File: src/rtl/zts_pkg.sv
// ----------------------------------------------------------------------------
// zts_pkg
// shared types, constants and codes of the zone timing statistics unit
// ----------------------------------------------------------------------------
package zts_pkg;

    // zone store
    localparam int NUM_ZONES  = 8;
    localparam int ZONE_W     = 3;
    localparam int ZONE_IDX_W = $clog2(NUM_ZONES);

    // conversion register
    localparam int              CPU_W     = 10;
    localparam logic [CPU_W-1:0] CPU_RESET = 10'd240;
    localparam int              PADDR_W   = 2;

    // register map
    localparam logic [PADDR_W-1:0] ADDR_CYCLES_PER_US = '0;

    localparam logic [31:0] MIN_UNSET = 32'hFFFF_FFFF;

    // radix-4 divider: two quotient bits a cycle, 32-bit quotient
    localparam int DIV_STEPS = 16;
    localparam int DIV_CNT_W = $clog2(DIV_STEPS);

    // opcodes
    localparam logic [1:0] OP_START = 2'd0;
    localparam logic [1:0] OP_END   = 2'd1;
    localparam logic [1:0] OP_CLEAR = 2'd2;

    typedef struct packed {
        logic [1:0]        opcode;
        logic [ZONE_W-1:0] zone;
        logic [31:0]       now_cycles;
    } cmd_t;

    typedef struct packed {
        logic [31:0] avg_us;
        logic [31:0] min_us;
        logic [31:0] max_us;
        logic [31:0] sample_count;
    } stat_t;

    typedef struct packed {
        logic [31:0] start_stamp;
        logic [31:0] min_elapsed;
        logic [31:0] max_elapsed;
        logic [63:0] total_elapsed;
        logic [31:0] samples;
    } entry_t;

    localparam entry_t ENTRY_RESET = '{
        start_stamp:   32'd0,
        min_elapsed:   MIN_UNSET,
        max_elapsed:   32'd0,
        total_elapsed: 64'd0,
        samples:       32'd0
    };

    typedef struct packed {
        logic [31:0] dividend;
        logic [31:0] divisor;
        logic [31:0] rem_init;
    } div_req_t;

    typedef struct packed {
        logic                  rd_en;
        logic [ZONE_IDX_W-1:0] rd_addr;
        logic                  wr_en;
        logic [ZONE_IDX_W-1:0] wr_addr;
        logic                  clear_all;
    } mem_ctl_t;

    typedef enum logic [2:0] {
        ST_IDLE,
        ST_UPDATE,
        ST_KICK1,
        ST_WAIT1,
        ST_KICK2,
        ST_WAIT2,
        ST_OUT
    } state_t;

endpackage

File: src/rtl/zts_div.sv
// ----------------------------------------------------------------------------
// zts_div
// iterative radix-4 restoring divider, 32-bit quotient in 16 steps
// ----------------------------------------------------------------------------
module zts_div (
    input  logic              clk,
    input  logic              rst_n,
    input  logic              start,
    input  zts_pkg::div_req_t req,
    output logic              done,
    output logic [31:0]       quotient
);

    logic                          busy_reg, busy_next;
    logic                          done_reg, done_next;
    logic [zts_pkg::DIV_CNT_W-1:0] cnt_reg, cnt_next;
    logic [31:0]                   rem_reg, rem_next;
    logic [31:0]                   quo_reg, quo_next;
    logic [31:0]                   dvs_reg, dvs_next;

    logic [32:0] r_a, r_b;
    logic        ge_a, ge_b;
    logic [31:0] rem_a, rem_b;
    logic        last_step;

    // two dependent restoring steps
    always_comb
    begin
        r_a   = {rem_reg, quo_reg[31]};
        ge_a  = r_a >= {1'b0, dvs_reg};
        rem_a = ge_a ? 32'(r_a - {1'b0, dvs_reg}) : r_a[31:0];
        r_b   = {rem_a, quo_reg[30]};
        ge_b  = r_b >= {1'b0, dvs_reg};
        rem_b = ge_b ? 32'(r_b - {1'b0, dvs_reg}) : r_b[31:0];
    end

    assign last_step = cnt_reg == zts_pkg::DIV_CNT_W'(zts_pkg::DIV_STEPS - 1);

    always_comb
    begin
        busy_next = busy_reg;
        done_next = 1'b0;
        cnt_next  = cnt_reg;
        rem_next  = rem_reg;
        quo_next  = quo_reg;
        dvs_next  = dvs_reg;
        if (start)
        begin
            busy_next = 1'b1;
            cnt_next  = '0;
            rem_next  = req.rem_init;
            quo_next  = req.dividend;
            dvs_next  = req.divisor;
        end
        else if (busy_reg)
        begin
            rem_next = rem_b;
            quo_next = {quo_reg[29:0], ge_a, ge_b};
            cnt_next = cnt_reg + 1'b1;
            if (last_step)
            begin
                busy_next = 1'b0;
                done_next = 1'b1;
            end
        end
    end

    always_ff @(posedge clk or negedge rst_n)
    begin
        if (!rst_n)
        begin
            busy_reg <= 1'b0;
            done_reg <= 1'b0;
            cnt_reg  <= '0;
        end
        else
        begin
            busy_reg <= busy_next;
            done_reg <= done_next;
            cnt_reg  <= cnt_next;
        end
    end

    always_ff @(posedge clk)
    begin
        rem_reg <= rem_next;
        quo_reg <= quo_next;
        dvs_reg <= dvs_next;
    end

    assign done     = done_reg;
    assign quotient = quo_reg;

endmodule

File: src/rtl/zts_stat_mem.sv
// ----------------------------------------------------------------------------
// zts_stat_mem
// per-zone statistics memory, registered read, valid bit per entry
// ----------------------------------------------------------------------------
module zts_stat_mem (
    input  logic              clk,
    input  logic              rst_n,
    input  zts_pkg::mem_ctl_t ctl,
    input  zts_pkg::entry_t   wr_data,
    output zts_pkg::entry_t   rd_data
);

    zts_pkg::entry_t                 mem_array [zts_pkg::NUM_ZONES];
    zts_pkg::entry_t                 rd_q_reg;
    logic [zts_pkg::NUM_ZONES-1:0]   valid_reg, valid_next;
    logic                            rd_valid_reg, rd_valid_next;

    // clear-all drops every valid bit, an invalid entry reads as reset value
    always_comb
    begin
        valid_next = valid_reg;
        if (ctl.clear_all)
        begin
            valid_next = '0;
        end
        else if (ctl.wr_en)
        begin
            valid_next[ctl.wr_addr] = 1'b1;
        end
        rd_valid_next = ctl.rd_en ? valid_reg[ctl.rd_addr] : rd_valid_reg;
    end

    always_ff @(posedge clk or negedge rst_n)
    begin
        if (!rst_n)
        begin
            valid_reg    <= '0;
            rd_valid_reg <= 1'b0;
        end
        else
        begin
            valid_reg    <= valid_next;
            rd_valid_reg <= rd_valid_next;
        end
    end

    always_ff @(posedge clk)
    begin
        if (ctl.wr_en)
        begin
            mem_array[ctl.wr_addr] <= wr_data;
        end
        if (ctl.rd_en)
        begin
            rd_q_reg <= mem_array[ctl.rd_addr];
        end
    end

    assign rd_data = rd_valid_reg ? rd_q_reg : zts_pkg::ENTRY_RESET;

endmodule

File: src/rtl/zone_timing_statistics_unit.sv
// ----------------------------------------------------------------------------
// zone_timing_statistics_unit
// per-zone timing monitor: min, max, average and sample count per zone
// ----------------------------------------------------------------------------
//
//  channel  direction  handshake               payload
//  -------  ---------  ----------------------  -------------------------------
//  cmd      in         cmd_valid / cmd_ready   zts_pkg::cmd_t  (opcode, zone,
//                                              now_cycles)
//  stat     out        stat_valid / stat_ready zts_pkg::stat_t (avg_us, min_us,
//                                              max_us, sample_count)
//  apb      in         psel / penable / pready cycles_per_us at address 0
//
//  one item at a time: the accept cycle with the memory read, the update and
//    write back, two rounds of the 16-step radix-4 dividers (total / samples
//    and min / cycles, then average / cycles and max / cycles) and a load of
//    the output register; the next item is accepted only after that load
//  reset leaves every zone at its cleared value through the valid bits of
//    the statistics memory; no clearing pass is needed
//  a result waiting in the output register does not block the next item;
//    only the load of the following result waits for stat_ready
//
module zone_timing_statistics_unit (
    input  logic                          clk,
    input  logic                          rst_n,
    // item input
    input  logic                          cmd_valid,
    output logic                          cmd_ready,
    input  zts_pkg::cmd_t                 cmd,
    // result output
    output logic                          stat_valid,
    input  logic                          stat_ready,
    output zts_pkg::stat_t                stat,
    // configuration
    input  logic                          psel,
    input  logic                          penable,
    input  logic                          pwrite,
    input  logic [zts_pkg::PADDR_W-1:0]   paddr,
    input  logic [31:0]                   pwdata,
    output logic [31:0]                   prdata,
    output logic                          pready
);

    zts_pkg::state_t state_reg, state_next;

    // configuration register
    logic [zts_pkg::CPU_W-1:0] cpu_reg, cpu_next;
    logic                      cfg_wr;
    logic [31:0]               cpu_div;

    // captured item and working entry
    zts_pkg::cmd_t   cmd_reg, cmd_next;
    zts_pkg::entry_t work_reg, work_next;
    logic            zone_ok_reg, zone_ok_next;
    logic            sat_reg, sat_next;
    logic [31:0]     min_q_reg, min_q_next;

    // output register
    zts_pkg::stat_t stat_reg, stat_next;
    logic           stat_valid_reg, stat_valid_next;

    // memory
    zts_pkg::mem_ctl_t mem_ctl;
    zts_pkg::entry_t   mem_rd;
    zts_pkg::entry_t   upd;
    logic [31:0]       elapsed;
    logic              zone_ok;

    // dividers
    logic              div_start;
    zts_pkg::div_req_t req_a, req_b;
    logic              done_a, done_b;
    logic [31:0]       quo_a, quo_b;

    // fsm outputs
    logic accept;
    logic load_out;

    // ------------------------------------------------------------------
    // configuration port, cycles_per_us at address 0
    // ------------------------------------------------------------------
    assign pready  = 1'b1;
    assign cfg_wr  = psel && penable && pwrite && pready
                     && (paddr == zts_pkg::ADDR_CYCLES_PER_US);
    assign prdata  = {{(32 - zts_pkg::CPU_W){1'b0}}, cpu_reg};
    assign cpu_next = cfg_wr ? pwdata[zts_pkg::CPU_W-1:0] : cpu_reg;

    // zero converts as one, statistics then come out in cycles
    assign cpu_div = (cpu_reg == '0) ? 32'd1 : {{(32 - zts_pkg::CPU_W){1'b0}}, cpu_reg};

    // ------------------------------------------------------------------
    // next state
    // ------------------------------------------------------------------
    always_comb
    begin
        state_next = state_reg;
        case (state_reg)
            zts_pkg::ST_IDLE:
            begin
                if (cmd_valid)
                begin
                    state_next = zts_pkg::ST_UPDATE;
                end
            end
            zts_pkg::ST_UPDATE: state_next = zts_pkg::ST_KICK1;
            zts_pkg::ST_KICK1:  state_next = zts_pkg::ST_WAIT1;
            zts_pkg::ST_WAIT1:
            begin
                if (done_a)
                begin
                    state_next = zts_pkg::ST_KICK2;
                end
            end
            zts_pkg::ST_KICK2:  state_next = zts_pkg::ST_WAIT2;
            zts_pkg::ST_WAIT2:
            begin
                if (done_a)
                begin
                    state_next = zts_pkg::ST_OUT;
                end
            end
            zts_pkg::ST_OUT:
            begin
                if (!stat_valid_reg || stat_ready)
                begin
                    state_next = zts_pkg::ST_IDLE;
                end
            end
            default: state_next = zts_pkg::ST_IDLE;
        endcase
    end

    // ------------------------------------------------------------------
    // fsm outputs
    // ------------------------------------------------------------------
    always_comb
    begin
        cmd_ready = 1'b0;
        div_start = 1'b0;
        load_out  = 1'b0;
        mem_ctl   = '0;
        case (state_reg)
            zts_pkg::ST_IDLE:
            begin
                cmd_ready       = 1'b1;
                mem_ctl.rd_en   = cmd_valid;
                mem_ctl.rd_addr = cmd.zone[zts_pkg::ZONE_IDX_W-1:0];
            end
            zts_pkg::ST_UPDATE:
            begin
                mem_ctl.wr_addr   = cmd_reg.zone[zts_pkg::ZONE_IDX_W-1:0];
                mem_ctl.wr_en     = zone_ok && (cmd_reg.opcode inside
                                    {zts_pkg::OP_START, zts_pkg::OP_END});
                mem_ctl.clear_all = cmd_reg.opcode == zts_pkg::OP_CLEAR;
            end
            zts_pkg::ST_KICK1, zts_pkg::ST_KICK2:
            begin
                div_start = 1'b1;
            end
            zts_pkg::ST_OUT:
            begin
                load_out = !stat_valid_reg || stat_ready;
            end
            default:
            begin
                cmd_ready = 1'b0;
            end
        endcase
    end

    assign accept = cmd_valid && cmd_ready;

    // ------------------------------------------------------------------
    // read-modify-write of the addressed zone
    // ------------------------------------------------------------------
    zts_stat_mem u_mem (
        .clk     (clk),
        .rst_n   (rst_n),
        .ctl     (mem_ctl),
        .wr_data (upd),
        .rd_data (mem_rd)
    );

    assign zone_ok = int'(cmd_reg.zone) < zts_pkg::NUM_ZONES;
    assign elapsed = cmd_reg.now_cycles - mem_rd.start_stamp;

    always_comb
    begin
        upd = mem_rd;
        case (cmd_reg.opcode)
            zts_pkg::OP_START:
            begin
                upd.start_stamp = cmd_reg.now_cycles;
            end
            zts_pkg::OP_END:
            begin
                if (elapsed < mem_rd.min_elapsed)
                begin
                    upd.min_elapsed = elapsed;
                end
                if (elapsed > mem_rd.max_elapsed)
                begin
                    upd.max_elapsed = elapsed;
                end
                upd.total_elapsed = mem_rd.total_elapsed + {32'd0, elapsed};
                upd.samples       = mem_rd.samples + 32'd1;
            end
            zts_pkg::OP_CLEAR:
            begin
                upd = zts_pkg::ENTRY_RESET;
            end
            default:
            begin
                upd = mem_rd;
            end
        endcase
    end

    // ------------------------------------------------------------------
    // dividers: a does the average, b does min then max
    // ------------------------------------------------------------------
    always_comb
    begin
        if (state_reg == zts_pkg::ST_KICK1)
        begin
            // high half below samples keeps the quotient within 32 bits
            req_a.dividend = work_reg.total_elapsed[31:0];
            req_a.divisor  = work_reg.samples;
            req_a.rem_init = work_reg.total_elapsed[63:32];
            req_b.dividend = work_reg.min_elapsed;
        end
        else
        begin
            req_a.dividend = sat_reg ? 32'hFFFF_FFFF : quo_a;
            req_a.divisor  = cpu_div;
            req_a.rem_init = 32'd0;
            req_b.dividend = work_reg.max_elapsed;
        end
        req_b.divisor  = cpu_div;
        req_b.rem_init = 32'd0;
    end

    zts_div u_div_a (
        .clk      (clk),
        .rst_n    (rst_n),
        .start    (div_start),
        .req      (req_a),
        .done     (done_a),
        .quotient (quo_a)
    );

    zts_div u_div_b (
        .clk      (clk),
        .rst_n    (rst_n),
        .start    (div_start),
        .req      (req_b),
        .done     (done_b),
        .quotient (quo_b)
    );

    // ------------------------------------------------------------------
    // datapath registers
    // ------------------------------------------------------------------
    always_comb
    begin
        cmd_next     = accept ? cmd : cmd_reg;
        work_next    = work_reg;
        zone_ok_next = zone_ok_reg;
        sat_next     = sat_reg;
        min_q_next   = min_q_reg;
        if (state_reg == zts_pkg::ST_UPDATE)
        begin
            work_next    = upd;
            zone_ok_next = zone_ok;
        end
        if (state_reg == zts_pkg::ST_KICK1)
        begin
            // average quotient would not fit in 32 bits
            sat_next = work_reg.total_elapsed[63:32] >= work_reg.samples;
        end
        if (state_reg == zts_pkg::ST_KICK2)
        begin
            min_q_next = quo_b;
        end
    end

    // result fields, zeroed for an unset minimum, no samples or a bad zone
    always_comb
    begin
        stat_next = stat_reg;
        if (load_out)
        begin
            stat_next = '0;
            if (zone_ok_reg)
            begin
                stat_next.avg_us       = (work_reg.samples != 32'd0) ? quo_a : 32'd0;
                stat_next.min_us       = (work_reg.min_elapsed != zts_pkg::MIN_UNSET)
                                         ? min_q_reg : 32'd0;
                stat_next.max_us       = quo_b;
                stat_next.sample_count = work_reg.samples;
            end
        end
        stat_valid_next = load_out ? 1'b1 : (stat_ready ? 1'b0 : stat_valid_reg);
    end

    always_ff @(posedge clk or negedge rst_n)
    begin
        if (!rst_n)
        begin
            state_reg      <= zts_pkg::ST_IDLE;
            cpu_reg        <= zts_pkg::CPU_RESET;
            stat_valid_reg <= 1'b0;
        end
        else
        begin
            state_reg      <= state_next;
            cpu_reg        <= cpu_next;
            stat_valid_reg <= stat_valid_next;
        end
    end

    always_ff @(posedge clk)
    begin
        cmd_reg     <= cmd_next;
        work_reg    <= work_next;
        zone_ok_reg <= zone_ok_next;
        sat_reg     <= sat_next;
        min_q_reg   <= min_q_next;
        stat_reg    <= stat_next;
    end

    assign stat_valid = stat_valid_reg;
    assign stat       = stat_reg;

`ifndef ASSERT_OFF
    // both dividers run the same number of steps
    a_div_lockstep: assert property (@(posedge clk) disable iff (!rst_n)
        done_a == done_b)
        else $error("dividers out of step");

    // an accepted item goes straight to the update cycle
    a_accept_update: assert property (@(posedge clk) disable iff (!rst_n)
        (cmd_valid && cmd_ready) |=> state_reg == zts_pkg::ST_UPDATE)
        else $error("accepted item not updated");

    // memory is written only in the update cycle
    a_wr_update: assert property (@(posedge clk) disable iff (!rst_n)
        (mem_ctl.wr_en || mem_ctl.clear_all) |-> state_reg == zts_pkg::ST_UPDATE)
        else $error("memory write outside update");

    // a new result only follows the output state
    a_result_src: assert property (@(posedge clk) disable iff (!rst_n)
        $rose(stat_valid) |-> $past(state_reg == zts_pkg::ST_OUT))
        else $error("result without output state");
`endif

endmodule
File: config.mk
export PLATFORM = sky130hd
export DESIGN_NAME = zone_timing_statistics_unit
export DESIGN_NICKNAME = d
export VERILOG_FILES = /design/src/rtl/zts_pkg.sv /design/src/rtl/zts_div.sv /design/src/rtl/zts_stat_mem.sv /design/src/rtl/zone_timing_statistics_unit.sv
export SDC_FILE = /design/constraint.sdc
export NUM_CORES = 2
export LEC_CHECK = 0
export BUFFER_PORTS_ARGS = -buffer_cell sky130_fd_sc_hd__buf_2
export CAP_MARGIN = 20
export CORE_UTILIZATION = 57
export CTS_CLUSTER_DIAMETER = 60
export CTS_CLUSTER_SIZE = 24
export DETAILED_ROUTE_END_ITERATION = 8
export PLACE_DENSITY = 0.83
export SETUP_SLACK_MARGIN = 0.05
export SYNTH_ARGS = -nofsm -noshare
export SYNTH_HDL_FRONTEND = slang
export SYNTH_SLANG_ARGS = --single-unit
File: constraint.sdc
create_clock -name clk -period 28.8 [get_ports clk]
set_input_delay 2.88 -clock clk [delete_from_list [all_inputs] [get_ports clk]]
set_output_delay 2.88 -clock clk [all_outputs]
set_load 0.01 [all_outputs]
### Yosys cells after proc, flatten, opt, wreduce, memory -nomap -nowiden

Memories as Yosys holds them, arrays and structs flattened. A register that Yosys moved wholly into a read port is not among the register bits.
Cells that the tools add are included.

| storage, ports and cells | value |
|---|---|
| register bits | 584 |
| bits in writable memories | 1536 |
| input port bits | 78 |
| logic and storage cells | 138 |
| memories | 1 |

Memories:

| memory | words | bits a word | read ports | clocked after Yosys merged registers in | write ports | line | RTL |
|---|---|---|---|---|---|---|---|
| u_mem.mem_array | 8 | 192 | 1 | 1 | 1 | zts_stat_mem.sv:13 | `zts_pkg::entry_t mem_array [zts_pkg::NUM_ZONES];` |

| operators by class | value |
|---|---|
| add/subtract/negate cells | 9 |
| order comparisons | 10 |
| equality and inequality tests | 16 |
| mux-type cells | 52 |
| bitwise logic cells | 1 |
| reduce and logical (&&, ||, !) cells | 20 |

Operator list:

| operator | number |
|---|---|
| two-way mux 32 bit | 14 |
| one-hot mux 160 bit (2 select lines) | 1 |
| two-way mux 192 bit | 1 |
| subtractor 32 bit | 5 |
| greater-or-equal comparator 33 x 32 -> 1 bit | 4 |
| two-way mux 96 bit | 1 |
| adder 64 x 32 -> 64 bit | 1 |
| one-hot mux 32 bit (2 select lines) | 1 |
| adder 32 x 1 -> 32 bit (second input constant) | 1 |
| greater-or-equal comparator 32 bit | 1 |
| greater-than comparator 32 bit | 1 |
| less-than comparator 32 bit | 1 |
| != test 32 bit (second input constant) | 1 |
| nonzero test 32 bit | 1 |
| one-hot mux 3 bit (7 select lines) | 1 |
| two-way mux 4 bit | 5 |
| two-way mux 1 bit | 18 |
| two-way mux 8 bit | 2 |
| two-way mux 3 bit | 4 |
| zero test 10 bit | 1 |
| two-way mux 10 bit | 1 |
| nonzero test 2 bit | 5 |
| equality test 3 bit (second input constant) | 3 |
| adder 4 x 1 -> 4 bit (second input constant) | 2 |
| 22 further kinds | 32 |

### Depth between registers and ports, before layout

| logic depth | value |
|---|---|
| depth after elaboration | 10 |
| depth in mapped cells | 32 |
| depth with buffers taken out | 26 |

### Modules after synthesis

From an unflattened synthesis, not the netlist that was laid out.

| second synthesis, totals | value |
|---|---|
| cell total of the unflattened synthesis | 6468 |
| area, all modules | 104198.7 um2 |

Modules (own cells, without submodules):

| module | instances | cells an instance | area an instance (um2) | sequential area each (um2) |
|---|---|---|---|---|
| zts_stat_mem | 1 | 2663 | 65118.7 | 52115.0 |
| zone_timing_statistics_unit | 1 | 2155 | 22713.0 | 11105.7 |
| zts_div (u_div_b) | 1 | 865 | 8413.1 | 3032.9 |
| zts_div (u_div_a) | 1 | 785 | 7953.9 | 3032.9 |

### Worst setup path after synthesis

No wires, ideal clock.

| path | value |
|---|---|
| path kind | register -> register |
| start | register state_reg[0] |
| end | memory u_mem.mem_array[5][0] (netlist bit), enable pin |
| library setup time | 981 ps |
| data arrival time | 26146 ps |
| setup slack | 1673 ps |
| stages on the path, launching flop included | 6 |
| buffers on the path | 1 |
| cell sequence | dfrtp_1 > clkbuf_1 > inv_1 > nor3_1 > nand2_1 > nor3_1 |

| on the way | value |
|---|---|
| longest elaborated chain between the ends | 4 |

RTL lines:

| element | line | RTL |
|---|---|---|
| start: declaration | zone_timing_statistics_unit.sv:44 | `zts_pkg::state_t state_reg, state_next;` |
| start signal: assignment | zone_timing_statistics_unit.sv:310 | `state_reg <= zts_pkg::ST_IDLE;` |
| start signal: assignment | zone_timing_statistics_unit.sv:316 | `state_reg <= state_next;` |
| equality test 3 x 1 -> 1 bit (*) | zone_timing_statistics_unit.sv:142 | `case (state_reg)` |
| two-way mux 5 bit (*) | zone_timing_statistics_unit.sv:142 |  |
| two-way mux 1 bit | zts_stat_mem.sv:49 | `if (ctl.wr_en)` |
| two-way mux 1 bit (implied by the code) | zts_stat_mem.sv:51 | `mem_array[ctl.wr_addr] <= wr_data;` |
| end: declaration | zts_stat_mem.sv:13 |  |

Mark *: on every way between the ends. The rest lies on a longest branch, timed or not.

==> results_dict.tcl <==
set metrics [dict create \
    mostFrequentLayoutCells "edfxtp_1, nand2_1, nor2_1, a21oi_1, nand4_1" \
    power_leakage_uw 0.0387 \
    cts-root-buf "clkbuf_16" \
    die_w_microns 422 \
    holdWs_ps 469 \
    clock-sinks 2290 \
    syn_to_final_growth_pct 8.47 \
    postCtsResizedCells 0 \
    netlist_instances 7068 \
    worstSetupStartpointType "register" \
    status "completed" \
    rrSetupSlack_ps 20170 \
    drt_iter0_markers 8810 \
    crit_end "u_mem.mem_array[0][79]" \
    grt_max_degree 178 \
    via_count 62700 \
    critPathMaxFanout 46 \
    slew_violations 0 \
    grt_overflow 0 \
    vdd_drop_max_v 0.000127 \
    finalSetupTns_ps 0 \
    largest_reg_flops 1536 \
    critical_path_arrival_ps 9170 \
    drive_gt1_share_pct 11.4 \
    r2r_end "u_mem.mem_array[0][79]" \
    switching_share_pct 35.7 \
    switching_power_uw 3710 \
    nNetsFinal 7450 \
    p_int_uw 6690 \
    fin_skew_ps 66.4 \
    period_share_pct 30.0 \
    register_area_sq_um 68300 \
    dp_hpwl_microns 143000 \
    wire_per_inst_microns 26.3 \
    multi_input_comb_area_sq_um 30000 \
    seqPwrFrac_pct 42.6 \
    setup_viol 0 \
    fp-row-count 153 \
    io_pins 241 \
    worstPathRequired_ps 29330 \
    portBuffers 195 \
    synth_enable_flop_cells 2224 \
    die_area_sq_um 178000 \
    synthFlopType "edfxtp_1" \
    synth_warnings 0 \
    cts_buffers 146 \
    die_y_microns 422 \
    ctsHoldBuffers 0 \
    clk_pin_slew_ps 90 \
    hold_class "reg -> reg" \
    fmax_mhz 116 \
    max_slew_margin_pct 21.2 \
    min_period_ps 8630 \
    htreeDepth 4 \
    maxCapViolCount 0 \
    wl_microns 251000 \
    crit_type "reg -> reg" \
    synth_area_sq_um 100000 \
    route.detailed.drc 0 \
    clkPwrFrac_pct 22.1 \
    final_common_cell "edfxtp_1" \
    grt_pass1_wl_microns 373000 \
    rr_startpoint "u_mem.rd_valid_reg" \
    cts_setup_buffers 0 \
    tritoncts "done" \
    pwr_density_cell_nw_per_um2 95.6 \
    first_pass_iters 6 \
    fp.coreArea_sq_um 174000 \
    cp-startpoint "u_mem.rd_valid_reg" \
    rsz0062_at_grt "false" \
    power_frac_comb_pct 35.3 \
    worst_pin_slew_ps 1180 \
    clk_path_buf_depth 3 \
    ys_ff_latch 2290 \
    antenna_found_initial 0 \
    clk_latency_ps 850 \
    yosysUniqueCellTypes 92 \
    cp-end-kind "register" \
    start_util_pct 57.5 \
    r2r_cells 25 \
    syn_area_per_cell_sq_um 14.2 \
    ys_async_sr_fraction_pct 1.48 \
    grt_pass1_vias 62000 \
    finalWeightedCongestion 0.918 \
    hold_viol 0 \
    via_per_inst 6.57 \
    antenna_left 0 \
    grt_util_all_layers_pct 27.7 \
    fillerInstances 12100 \
    synth_seq_area_share_pct 68.1 \
]
## routing by layer
layer / vias up / global-route usage [%] / share of wire [%]
li1: 27100 / - / -
met2: 4028 / 45.0 / 48
met3: 645 / 4.24 / 11
met1: 31000 / 36.3 / 36
met5: - / 0 / 0
met4: 0 / 14.6 / 5.5
## critical path, cell delays in order (launching register included)
cell and delay, ps:
dfrtp_4 850, and2_1 260, ha_1 270, inv_1 80
fa_1 430, a21o_1 200, a21oi_1 300, o21ai_0 200
and4b_1 290, o31a_1 300, nor2_1 120, xor2_1 340
inv_1 350, ha_1 470, a21o_1 180, a21o_1 170
a21oi_1 220, o21bai_1 90, a221oi_1 520, o211ai_1 220
a311o_1 330, a21oi_1 740, nor2_1 460, nand2_1 240
o21ai_0 90, a21oi_1 550
## power by group through the flow
stage	Combinational [uW]	Sequential (uW)	Clock, uW
global placement	3430	4490	0
global route	3980	4450	2430
CTS	3590	4430	2310
finish	3670	4440	2300
floorplan	2660	4400	0
detailed placement	3550	4500	0
## cell type report
| class | instances | area share [%] |
|---|---|---|
| flip-flops and latches | 2290 | 62.7 |
| well taps | 2325 | 2.67 |
| inverters | 191 | 0.660 |
| diodes | 2 | 0.00460 |
| clock inverters | 101 | 1.25 |
| repair buffers | 285 | 1.75 |
| clock buffers | 153 | 3.40 |
| multi-input cells | 4204 | 27.5 |
## cells in the mapped netlist, drive strengths merged, types with 45 or more instances
| library cell | n | area share (%) |
|---|---|---|
| edfxtp | 2224 | 67 |
| nand2 | 809 | 3.0 |
| nor2 | 504 | 1.9 |
| a21oi | 411 | 2.1 |
| clkbuf | 318 | 1.2 |
| nand4 | 260 | 1.6 |
| ha | 248 | 3.1 |
| mux2i | 216 | 2.2 |
| a211o | 195 | 1.7 |
| mux4 | 193 | 4.3 |
| inv | 188 | 0.70 |
| o21ai | 142 | 0.71 |
| xnor2 | 125 | 1.1 |
| nor2b | 92 | 0.57 |
| a21o | 90 | 0.67 |
| buf | 86 | 0.44 |
| nand3 | 83 | 0.41 |
| xor2 | 83 | 0.72 |
| nor3 | 66 | 0.33 |
| o22ai | 60 | 0.37 |
| and2 | 53 | 0.33 |
| a31oi | 45 | 0.28 |
## how the worst min path moves through the flow
stage                        startpoint             endpoint  slack, ps  cells after the start
finish               u_div_b.rem_reg[1]   u_div_b.rem_reg[1]        470                      2
global route         u_div_b.rem_reg[1]   u_div_b.rem_reg[1]        500                      2
CTS                  u_div_b.rem_reg[1]   u_div_b.rem_reg[1]        470                      2
detailed placement   u_div_b.rem_reg[1]   u_div_b.rem_reg[1]        460                      2
global placement    u_div_b.rem_reg[31]  u_div_b.rem_reg[31]        460                      2
floorplan           u_div_b.rem_reg[31]  u_div_b.rem_reg[31]        430                      2
## per-stage QoR
stage,worst slack (ps),std cells,area [sq um],utilization (%),total power [uW]
2_1_floorplan,1670,7089,100000,-,7060
3_3_place_gp,20770,9293,104000,59.5,7920
3_5_place_dp,20500,9294,104000,59.5,8050
4_1_cts,20430,9548,109000,62.4,10300
5_1_grt,19890,9549,109000,62.4,10900
6_report,20170,9551,109000,62.4,10400
## cell families after synthesis
group                    after synthesis  share of synthesized area [%]
buffers and inverters                595                           2.34
AO/OA/AOI/OAI                       1235                           8.28
XOR/XNOR                             208                           1.82
multiplexers                         447                           6.91
AND/OR/NAND/NOR                     2037                           9.38
adder cells (fa/ha/maj)              254                           3.21
flip-flops                          2290                           68.1
other                                  2                        0.00748
(Power assumes the default switching activity.)
